===== config.mk =====
export PLATFORM = sky130hd
export DESIGN_NAME = lfu_cache_with_lru_tiebreak
export DESIGN_NICKNAME = d
export VERILOG_FILES = /design/src/hdl/lfu_pkg.sv /design/src/hdl/lfu_ctrl.sv /design/src/hdl/lfu_dpath.sv /design/src/hdl/lfu_cache_with_lru_tiebreak.sv
export SDC_FILE = /design/constraint.sdc
export NUM_CORES = 2
export LEC_CHECK = 0
export BUFFER_PORTS_ARGS = -buffer_cell sky130_fd_sc_hd__buf_2
export CORE_MARGIN = 10
export CORE_UTILIZATION = 55
export DETAILED_ROUTE_END_ITERATION = 8
export MAX_ROUTING_LAYER = met4
export PLACE_DENSITY_LB_ADDON = 0.08
export SETUP_SLACK_MARGIN = 0.15
export SLEW_MARGIN = 10
export SYNTH_ARGS = -nofsm -noshare
export SYNTH_HDL_FRONTEND = slang
export SYNTH_HIERARCHICAL = 1
export SYNTH_SLANG_ARGS = --single-unit

===== constraint.sdc =====
create_clock -name clock -period 6.9 [get_ports clock]
set_input_delay 1.38 -clock clock [delete_from_list [all_inputs] [get_ports clock]]
set_output_delay 1.38 -clock clock [all_outputs]
set_load 0.03 [all_outputs]

===== src/hdl/lfu_pkg.sv =====
// ----------------------------------------------------------------------------
// lfu_pkg: shared types and constants for the LFU store
// Item types, controller/datapath command and status, sizing constants.
// ----------------------------------------------------------------------------
package lfu_pkg;

   // sizing
   localparam int ENTRIES    = 16;
   localparam int IDX_BITS   = 4;
   localparam int RANK_BITS  = 4;
   localparam int COUNT_BITS = 16;
   localparam int CAP_BITS   = 5;
   localparam int KEY_BITS   = 32;
   localparam int DATA_BITS  = 32;

   localparam logic [CAP_BITS-1:0]   CAP_RESET = 5'd16;
   localparam logic [CAP_BITS-1:0]   CAP_MAX   = 5'd16;
   localparam logic [COUNT_BITS-1:0] COUNT_MAX = {COUNT_BITS{1'b1}};
   localparam logic [COUNT_BITS-1:0] COUNT_ONE = {{(COUNT_BITS-1){1'b0}}, 1'b1};
   localparam logic [IDX_BITS-1:0]   IDX_LAST  = IDX_BITS'(ENTRIES - 1);

   // request kinds
   localparam logic MODE_GET = 1'b0;
   localparam logic MODE_PUT = 1'b1;

   typedef struct packed {
      logic                 mode;
      logic [KEY_BITS-1:0]  key;
      logic [DATA_BITS-1:0] value;
   } req_type;

   typedef struct packed {
      logic                 hit;
      logic [DATA_BITS-1:0] read_value;
      logic                 evicted;
      logic [KEY_BITS-1:0]  evicted_key;
   } rsp_type;

   // controller -> datapath
   typedef struct packed {
      logic load;
      logic scan;
      logic commit;
   } cmd_type;

   // datapath -> controller
   typedef struct packed {
      logic scan_last;
   } status_type;

endpackage


===== src/hdl/lfu_ctrl.sv =====
// ----------------------------------------------------------------------------
// lfu_ctrl: sequencer for the LFU store
// Accepts an item, steps the entry scan, then commits the update and result.
// ----------------------------------------------------------------------------
module lfu_ctrl
   import lfu_pkg::*;
(
   input  logic       clock,
   input  logic       reset,
   input  logic       req_valid,
   output logic       req_stall,
   output logic       rsp_valid,
   input  logic       rsp_stall,
   output cmd_type    cmd,
   input  status_type status
);

   typedef enum logic [2:0] {
      ST_IDLE   = 3'b001,
      ST_SCAN   = 3'b010,
      ST_COMMIT = 3'b100
   } state_type;

   state_type state_ff, state_in;
   logic      rsp_valid_ff, rsp_valid_in;
   logic      out_free;

   // result register can take a new item
   assign out_free = !rsp_valid_ff || !rsp_stall;

   // next state and commands
   always_comb begin
      state_in   = state_ff;
      cmd.load   = 1'b0;
      cmd.scan   = 1'b0;
      cmd.commit = 1'b0;
      unique case (state_ff)
         ST_IDLE: begin
            if (req_valid) begin
               cmd.load = 1'b1;
               state_in = ST_SCAN;
            end
         end
         ST_SCAN: begin
            cmd.scan = 1'b1;
            if (status.scan_last) state_in = ST_COMMIT;
         end
         ST_COMMIT: begin
            if (out_free) begin
               cmd.commit = 1'b1;
               state_in   = ST_IDLE;
            end
         end
         default: state_in = ST_IDLE;
      endcase
   end

   // result valid holds until taken
   assign rsp_valid_in = cmd.commit ? 1'b1 : (rsp_stall ? rsp_valid_ff : 1'b0);

   always_ff @(posedge clock) begin
      if (reset) begin
         state_ff     <= ST_IDLE;
         rsp_valid_ff <= 1'b0;
      end else begin
         state_ff     <= state_in;
         rsp_valid_ff <= rsp_valid_in;
      end
   end

   assign req_stall = (state_ff != ST_IDLE);
   assign rsp_valid = rsp_valid_ff;

`ifndef SYNTH
   // an accepted item starts a scan
   a_accept_scan: assert property (@(posedge clock) disable iff (reset)
      (req_valid && !req_stall) |=> (state_ff == ST_SCAN))
      else $error("accepted item did not start a scan");

   // scan ends on the last entry
   a_scan_end: assert property (@(posedge clock) disable iff (reset)
      (state_ff == ST_SCAN && status.scan_last) |=> (state_ff == ST_COMMIT))
      else $error("scan did not end in commit");

   // a new result only comes out of commit
   a_rsp_src: assert property (@(posedge clock) disable iff (reset)
      $rose(rsp_valid_ff) |-> $past(state_ff == ST_COMMIT))
      else $error("result raised outside commit");
`endif

endmodule


===== src/hdl/lfu_dpath.sv =====
// ----------------------------------------------------------------------------
// lfu_dpath: entry store, scan trackers and update logic
// One entry is examined per scan step; the commit updates all entries at once.
// ----------------------------------------------------------------------------
module lfu_dpath
   import lfu_pkg::*;
(
   input  logic                clock,
   input  logic                reset,
   input  cmd_type             cmd,
   output status_type          status,
   input  req_type             req_data,
   output rsp_type             rsp_data,
   input  logic                csr_we,
   input  logic [CAP_BITS-1:0] csr_wdata
);

   // entry store
   logic                  valid_ff [ENTRIES];
   logic [KEY_BITS-1:0]   key_ff   [ENTRIES];
   logic [DATA_BITS-1:0]  data_ff  [ENTRIES];
   logic [COUNT_BITS-1:0] count_ff [ENTRIES];
   logic [RANK_BITS-1:0]  rank_ff  [ENTRIES];
   logic [CAP_BITS-1:0]   occ_ff;
   logic [CAP_BITS-1:0]   cap_ff;

   // request and scan trackers
   req_type               req_ff;
   logic [IDX_BITS-1:0]   idx_ff;
   logic                  found_ff;
   logic [IDX_BITS-1:0]   found_idx_ff;
   logic [DATA_BITS-1:0]  found_data_ff;
   logic [RANK_BITS-1:0]  found_rank_ff;
   logic                  any_ff;
   logic [IDX_BITS-1:0]   vic_idx_ff;
   logic [KEY_BITS-1:0]   vic_key_ff;
   logic [COUNT_BITS-1:0] vic_count_ff;
   logic [RANK_BITS-1:0]  vic_rank_ff;
   logic                  free_ff;
   logic [IDX_BITS-1:0]   free_idx_ff;
   rsp_type               rsp_ff;

   logic                  cur_valid, cur_match, cur_better;
   logic [CAP_BITS-1:0]   cap_eff;
   logic                  is_put, do_hit, do_evict, do_fill;
   logic [IDX_BITS-1:0]   slot;

   assign status.scan_last = (idx_ff == IDX_LAST);

   // current scan entry
   assign cur_valid  = valid_ff[idx_ff];
   assign cur_match  = cur_valid && (key_ff[idx_ff] == req_ff.key);
   assign cur_better = cur_valid &&
      (!any_ff || (count_ff[idx_ff] < vic_count_ff) ||
       ((count_ff[idx_ff] == vic_count_ff) && (rank_ff[idx_ff] > vic_rank_ff)));

   // commit decisions
   assign cap_eff  = (cap_ff > CAP_MAX) ? CAP_MAX : cap_ff;
   assign is_put   = (req_ff.mode == MODE_PUT);
   assign do_hit   = found_ff;
   assign do_evict = !found_ff && is_put && (cap_eff != '0) && (occ_ff >= cap_eff) && any_ff;
   assign do_fill  = !found_ff && is_put && (cap_eff != '0) && !do_evict && free_ff;
   assign slot     = do_evict ? vic_idx_ff : free_idx_ff;

   // capacity register
   always_ff @(posedge clock) begin
      if (reset) begin
         cap_ff <= CAP_RESET;
      end else if (csr_we) begin
         cap_ff <= csr_wdata;
      end
   end

   // request capture and scan
   always_ff @(posedge clock) begin
      if (cmd.load) begin
         req_ff   <= req_data;
         idx_ff   <= '0;
         found_ff <= 1'b0;
         any_ff   <= 1'b0;
         free_ff  <= 1'b0;
      end else if (cmd.scan) begin
         idx_ff <= idx_ff + 1'b1;
         if (cur_match && !found_ff) begin
            found_ff      <= 1'b1;
            found_idx_ff  <= idx_ff;
            found_data_ff <= data_ff[idx_ff];
            found_rank_ff <= rank_ff[idx_ff];
         end
         if (cur_better) begin
            any_ff       <= 1'b1;
            vic_idx_ff   <= idx_ff;
            vic_key_ff   <= key_ff[idx_ff];
            vic_count_ff <= count_ff[idx_ff];
            vic_rank_ff  <= rank_ff[idx_ff];
         end
         if (!cur_valid && !free_ff) begin
            free_ff     <= 1'b1;
            free_idx_ff <= idx_ff;
         end
      end
   end

   // control part of the store: valid, count, rank, occupancy
   always_ff @(posedge clock) begin
      if (reset) begin
         occ_ff <= '0;
         for (int i = 0; i < ENTRIES; i++) begin
            valid_ff[i] <= 1'b0;
            count_ff[i] <= '0;
            rank_ff[i]  <= '0;
         end
      end else if (cmd.commit) begin
         if (do_fill) occ_ff <= occ_ff + 1'b1;
         for (int i = 0; i < ENTRIES; i++) begin
            if (do_hit) begin
               if (IDX_BITS'(i) == found_idx_ff) begin
                  if (count_ff[i] != COUNT_MAX) count_ff[i] <= count_ff[i] + 1'b1;
                  rank_ff[i] <= '0;
               end else if (valid_ff[i] && (rank_ff[i] < found_rank_ff)) begin
                  rank_ff[i] <= rank_ff[i] + 1'b1;
               end
            end else if (do_evict || do_fill) begin
               if (IDX_BITS'(i) == slot) begin
                  valid_ff[i] <= 1'b1;
                  count_ff[i] <= COUNT_ONE;
                  rank_ff[i]  <= '0;
               end else if (valid_ff[i]) begin
                  // older than the victim moves up one, then everyone ages one
                  if (do_evict && (rank_ff[i] > vic_rank_ff)) rank_ff[i] <= rank_ff[i];
                  else rank_ff[i] <= rank_ff[i] + 1'b1;
               end
            end
         end
      end
   end

   // key and value store
   always_ff @(posedge clock) begin
      if (cmd.commit) begin
         if (do_hit && is_put) data_ff[found_idx_ff] <= req_ff.value;
         if (do_evict || do_fill) begin
            key_ff[slot]  <= req_ff.key;
            data_ff[slot] <= req_ff.value;
         end
      end
   end

   // result register
   always_ff @(posedge clock) begin
      if (cmd.commit) begin
         rsp_ff.hit         <= found_ff;
         rsp_ff.read_value  <= (found_ff && !is_put) ? found_data_ff : '0;
         rsp_ff.evicted     <= do_evict;
         rsp_ff.evicted_key <= do_evict ? vic_key_ff : '0;
      end
   end

   assign rsp_data = rsp_ff;

`ifndef SYNTH
   // occupancy never exceeds the store
   a_occ_bound: assert property (@(posedge clock) disable iff (reset)
      occ_ff <= CAP_MAX)
      else $error("occupancy above entry count");

   // eviction keeps occupancy unchanged
   a_evict_occ: assert property (@(posedge clock) disable iff (reset)
      (cmd.commit && do_evict) |=> (occ_ff == $past(occ_ff)))
      else $error("eviction changed occupancy");

   // hit and insert never happen together
   a_excl: assert property (@(posedge clock) disable iff (reset)
      cmd.commit |-> !(do_hit && (do_evict || do_fill)))
      else $error("hit and insert in one commit");
`endif

endmodule


===== src/hdl/lfu_cache_with_lru_tiebreak.sv =====
// ----------------------------------------------------------------------------
// lfu_cache_with_lru_tiebreak: 16-entry LFU key/value store, LRU tie-break
// Each item is accepted, scanned one step per entry over all 16 entries, then
// committed: the store is updated and the result register loaded when free.
// The next item is accepted after the commit, even while the result waits to
// be taken. Capacity is written via csr_we/csr_wdata; the user must do so
// only while idle (not enforced); over 16 acts as 16 and 0 disables insertion.
// ----------------------------------------------------------------------------
module lfu_cache_with_lru_tiebreak
   import lfu_pkg::*;
(
   input  logic                clock,
   input  logic                reset,
   input  logic                req_valid,
   output logic                req_stall,
   input  req_type             req_data,
   output logic                rsp_valid,
   input  logic                rsp_stall,
   output rsp_type             rsp_data,
   input  logic                csr_we,
   input  logic [CAP_BITS-1:0] csr_wdata
);

   cmd_type    cmd;
   status_type status;

   // sequencer
   lfu_ctrl u_ctrl (
      .clock     (clock),
      .reset     (reset),
      .req_valid (req_valid),
      .req_stall (req_stall),
      .rsp_valid (rsp_valid),
      .rsp_stall (rsp_stall),
      .cmd       (cmd),
      .status    (status)
   );

   // entry store and update logic
   lfu_dpath u_dpath (
      .clock     (clock),
      .reset     (reset),
      .cmd       (cmd),
      .status    (status),
      .req_data  (req_data),
      .rsp_data  (rsp_data),
      .csr_we    (csr_we),
      .csr_wdata (csr_wdata)
   );

endmodule

==> results.py <==
metrics = {
    "status": {
        "status": "finished clean",
    },
    "setup_path": {
        "worst_path_max_delay_cell": "dfxtp_4",
        "path_class": "reg2reg",
        "start_kind": "flop",
        "worst_setup_path_end_kind": "flop",
        "crit_family": "buffers and inverters",
        "crit_arrival_ns": 5.62,
        "r2r_end": "u_dpath/found_data_ff[25]$_DFFE_PP_",
        "cp_num_buf_inv": 3,
        "reg2reg_slack_ns": 1.71,
        "cp_max_fo": 42,
        "critPathMaxStageDelay_ns": 0.91,
        "cp_common_cell": "buf_4",
        "reg2reg_depth": 10,
        "path_cells": "buf_4, buf_4, mux4_2, mux2i_1, mux2i_1, xor2_1, nor4_1, and4b_1, and4_2, buf_4",
        "worstPathRequired_ns": 7.33,
    },
    "sta": {
        "fmax_mhz": 193,
        "finalCriticalPeriod_ns": 5.19,
        "tns_ns": 0,
        "finClkSkew_ns": 0.0449,
        "drv_slew": 0,
        "hold_viol": 0,
        "slew_headroom_pct": 17.4,
        "worst_pin_slew_ns": 1.24,
        "period_share_pct": 75.2,
        "finalSetupViolCount": 0,
        "rsz0062_at_grt": "false",
    },
    "final_layout": {
        "layout-drive-gt1-share_pct": 20.3,
        "fillCellCount": 9407,
        "final_area_um2": 80100,
        "nets": 4748,
        "syn_to_final_growth_pct": 12.1,
        "final_util_pct": 61.9,
        "stdcell_count": 6391,
    },
    "clock_network": {
        "htree_levels": 4,
        "cts_hold_buf": 0,
        "cts_sinks": 1616,
        "clockBufferDepth": 3,
        "cts_buffers": 168,
        "tritoncts": "yes",
        "cts_resized": 0,
        "clk_pin_slew_ns": 0.06,
        "clk_latency_ns": 0.81,
        "cts_setup_buffers": 0,
        "cts_root_buffer": "clkbuf_16",
    },
    "routing": {
        "drt-total-wl_um": 180000,
        "vias": 39600,
        "ant_nets": 0,
        "drt-initial-drc-count": 4214,
        "drcViolationCount": 0,
        "wl_per_cell_um": 28.2,
        "vias_per_cell": 6.20,
        "firstDrtPassIters": 5,
    },
    "placement": {
        "placed_cells": 6071,
        "hpwl_um": 116000,
        "dpl_cell_area_um2": 74400,
        "port_buffers": 142,
        "place.gp.congestion": 0.883,
    },
    "synthesis": {
        "syn-cell-area_um2": 71400,
        "async_reset_ff_share_pct": 0,
        "yosys.area.top_type_share_pct": 66.5,
        "seq_area_frac_synth_pct": 67.5,
        "netlist_top_cells_area": "edfxtp_1 (67%), mux4_2 (12%), ha_1 (3.0%)",
        "synth.most_common_cell": "edfxtp_1",
        "synth_ff_type": "edfxtp_1",
        "syn_avg_cell_area_um2": 16.7,
        "synthTopCellsByCount": "edfxtp_1 (1582), nor2_1 (411), mux4_2 (379)",
        "yosysWarnings": 6,
        "synth_enable_flop_cells": 1582,
        "synth_top_area_cell": "edfxtp_1",
        "synth_cell_type_count": 80,
        "ys_ff_latch": 1616,
        "mappedNetlistNets": 4516,
        "syn_inst": 4270,
    },
    "floorplan": {
        "coreArea_um2": 129000,
        "die_y_um": 380,
        "fp.dieW_um": 380,
        "rows": 132,
        "start_util_pct": 55.2,
        "num_io_pins": 143,
        "die-area_um2": 145000,
    },
    "min_path": {
        "hp-start": "u_dpath/found_data_ff[1]$_DFFE_PP_",
        "min_delay_path_depth": 1,
        "min_to": "u_dpath/rsp_data[34]$_SDFFCE_PN0P_",
        "min_path_type": "reg2reg",
    },
    "power_and_ir_drop": {
        "p_total_mw": 21.0,
        "leakagePower_nw": 25.9,
        "powerDensity_nw_per_um2": 262,
        "irDropWorstVdd_uv": 243,
    },
    "global_route": {
        "grt_max_degree": 84,
        "grt_pass1_vias": 39300,
        "grt_pass1_wl_um": 268000,
        "antenna_found_initial": 5,
        "grt_usage_pct": 25.4,
        "grt_overflow": 0,
    },
    "flow_run": {
        "max_cap_viol_count": 0,
    },
}
[layout make-up]
| type | count | area (um2) | share of cell area, % |
|---|---|---|---|
| Multi-Input combinational cell | 2399 | 22300 | 27.9 |
| Timing Repair Buffer | 231 | 1470 | 1.84 |
| Clock inverter | 100 | 1080 | 1.35 |
| Clock buffer | 213 | 4470 | 5.58 |
| Antenna cell | 4 | 10.0 | 0.0125 |
| Tap cell | 1742 | 2180 | 2.72 |
| Sequential cell | 1616 | 48200 | 60.2 |
| Inverter | 86 | 324 | 0.405 |
[power breakdown]
group	internal, mW	total (mW)	switching (mW)
Clock	5.22	9.07	3.85
Sequential	10.9	11.2	0.280
Combinational	0.356	0.748	0.392
Total	16.5	21.0	4.52
[metrics by stage]
step | hold slack [ns] | setup WS [ns]
after floorplan | 0.441 | 1.43
after global placement | 0.493 | 1.75
after detailed placement | 0.507 | 1.72
after CTS | 0.519 | 1.71
after global routing | 0.533 | 1.43
final | 0.517 | 1.71
[layer usage]
metal	global-route usage (%)	wire, um
met3	3.51	10900
met5	-	0
met1	34.7	76400
met2	40.2	88300
met4	7.27	4770
[worst max path at each step]
stage / from / to / slack [ns] / cells past startpoint
after global routing: flop / u_dpath/found_rank_ff[2]$_DFFE_PP_ / 1.43 / 10
after detailed placement: flop / u_dpath/found_data_ff[28]$_DFFE_PP_ / 1.72 / 10
after global placement: flop / u_dpath/found_data_ff[25]$_DFFE_PP_ / 1.75 / 10
final: flop / u_dpath/found_data_ff[25]$_DFFE_PP_ / 1.71 / 10
after CTS: flop / u_dpath/found_rank_ff[2]$_DFFE_PP_ / 1.71 / 10
after floorplan: flop / u_dpath/vic_count_ff[0]$_DFFE_PP_ / 1.43 / 18
[logic make-up (layout without fill, tap and decap cells)]
| family | count (synthesis) | after routing | share of synthesized area (%) |
|---|---|---|---|
| other cells | 0 | 4 | 0 |
| xor+xnor | 306 | 306 | 3.75 |
| compound gates | 375 | 375 | 3.52 |
| buf+inv | 255 | 630 | 1.63 |
| simple gates | 1059 | 1059 | 7.10 |
| fa+ha+maj | 171 | 171 | 3.00 |
| flops | 1616 | 1616 | 67.5 |
| mux | 488 | 488 | 13.6 |
[flip-flops by register name, summed over array words and instances (netlist names), 5 cells and up, named ones only]
signal and count:
u_dpath/key_ff 512, u_dpath/req_ff 64, u_dpath/found_data_ff 32, u_dpath/valid_ff 16, u_dpath/vic_key_ff 32, u_dpath/rsp_data 66, u_dpath/vic_count_ff 16, u_dpath/count_ff 256
u_dpath/cap_ff 5, u_dpath/data_ff 512, u_dpath/rank_ff 64, u_dpath/occ_ff 5
[worst register-to-register path, delay by kind of cell, from the launching register on]
kind / cells / cell delay, ns
xor+xnor: 1 / 0.18
buf+inv: 3 / 1.83
flops: 1 / 0.91
mux: 3 / 0.89
simple gates: 3 / 0.97
[cells in the final DEF, fill, tap and decap left out, types with 9 or more instances in the layout]
| cell type | count |
|---|---|
| a211oi_1 | 10 |
| a21boi_0 | 17 |
| a21o_1 | 10 |
| a21oi_1 | 69 |
| a31oi_1 | 15 |
| a41oi_1 | 21 |
| and2_1 | 43 |
| and3_1 | 86 |
| and4_1 | 10 |
| buf_2 | 142 |
| buf_4 | 82 |
| bufinv_16 | 16 |
| clkbuf_1 | 39 |
| clkbuf_16 | 171 |
| clkinv_1 | 33 |
| clkinv_2 | 34 |
| dfxtp_1 | 26 |
| edfxtp_1 | 1582 |
| ha_1 | 171 |
| inv_1 | 76 |
| mux2_2 | 24 |
| mux2i_1 | 83 |
| mux4_2 | 379 |
| nand2_1 | 160 |
| nand2b_1 | 39 |
| nand3_1 | 120 |
| nand4_1 | 45 |
| nor2_1 | 387 |
| nor2_4 | 24 |
| nor2b_1 | 53 |
| nor3_1 | 41 |
| o211ai_1 | 18 |
| o21a_1 | 20 |
| o21ai_0 | 71 |
| o21bai_1 | 9 |
| o22ai_1 | 27 |
| xnor2_1 | 141 |
| xor2_1 | 165 |
Note: power is estimated with default switching activity, not from simulation.
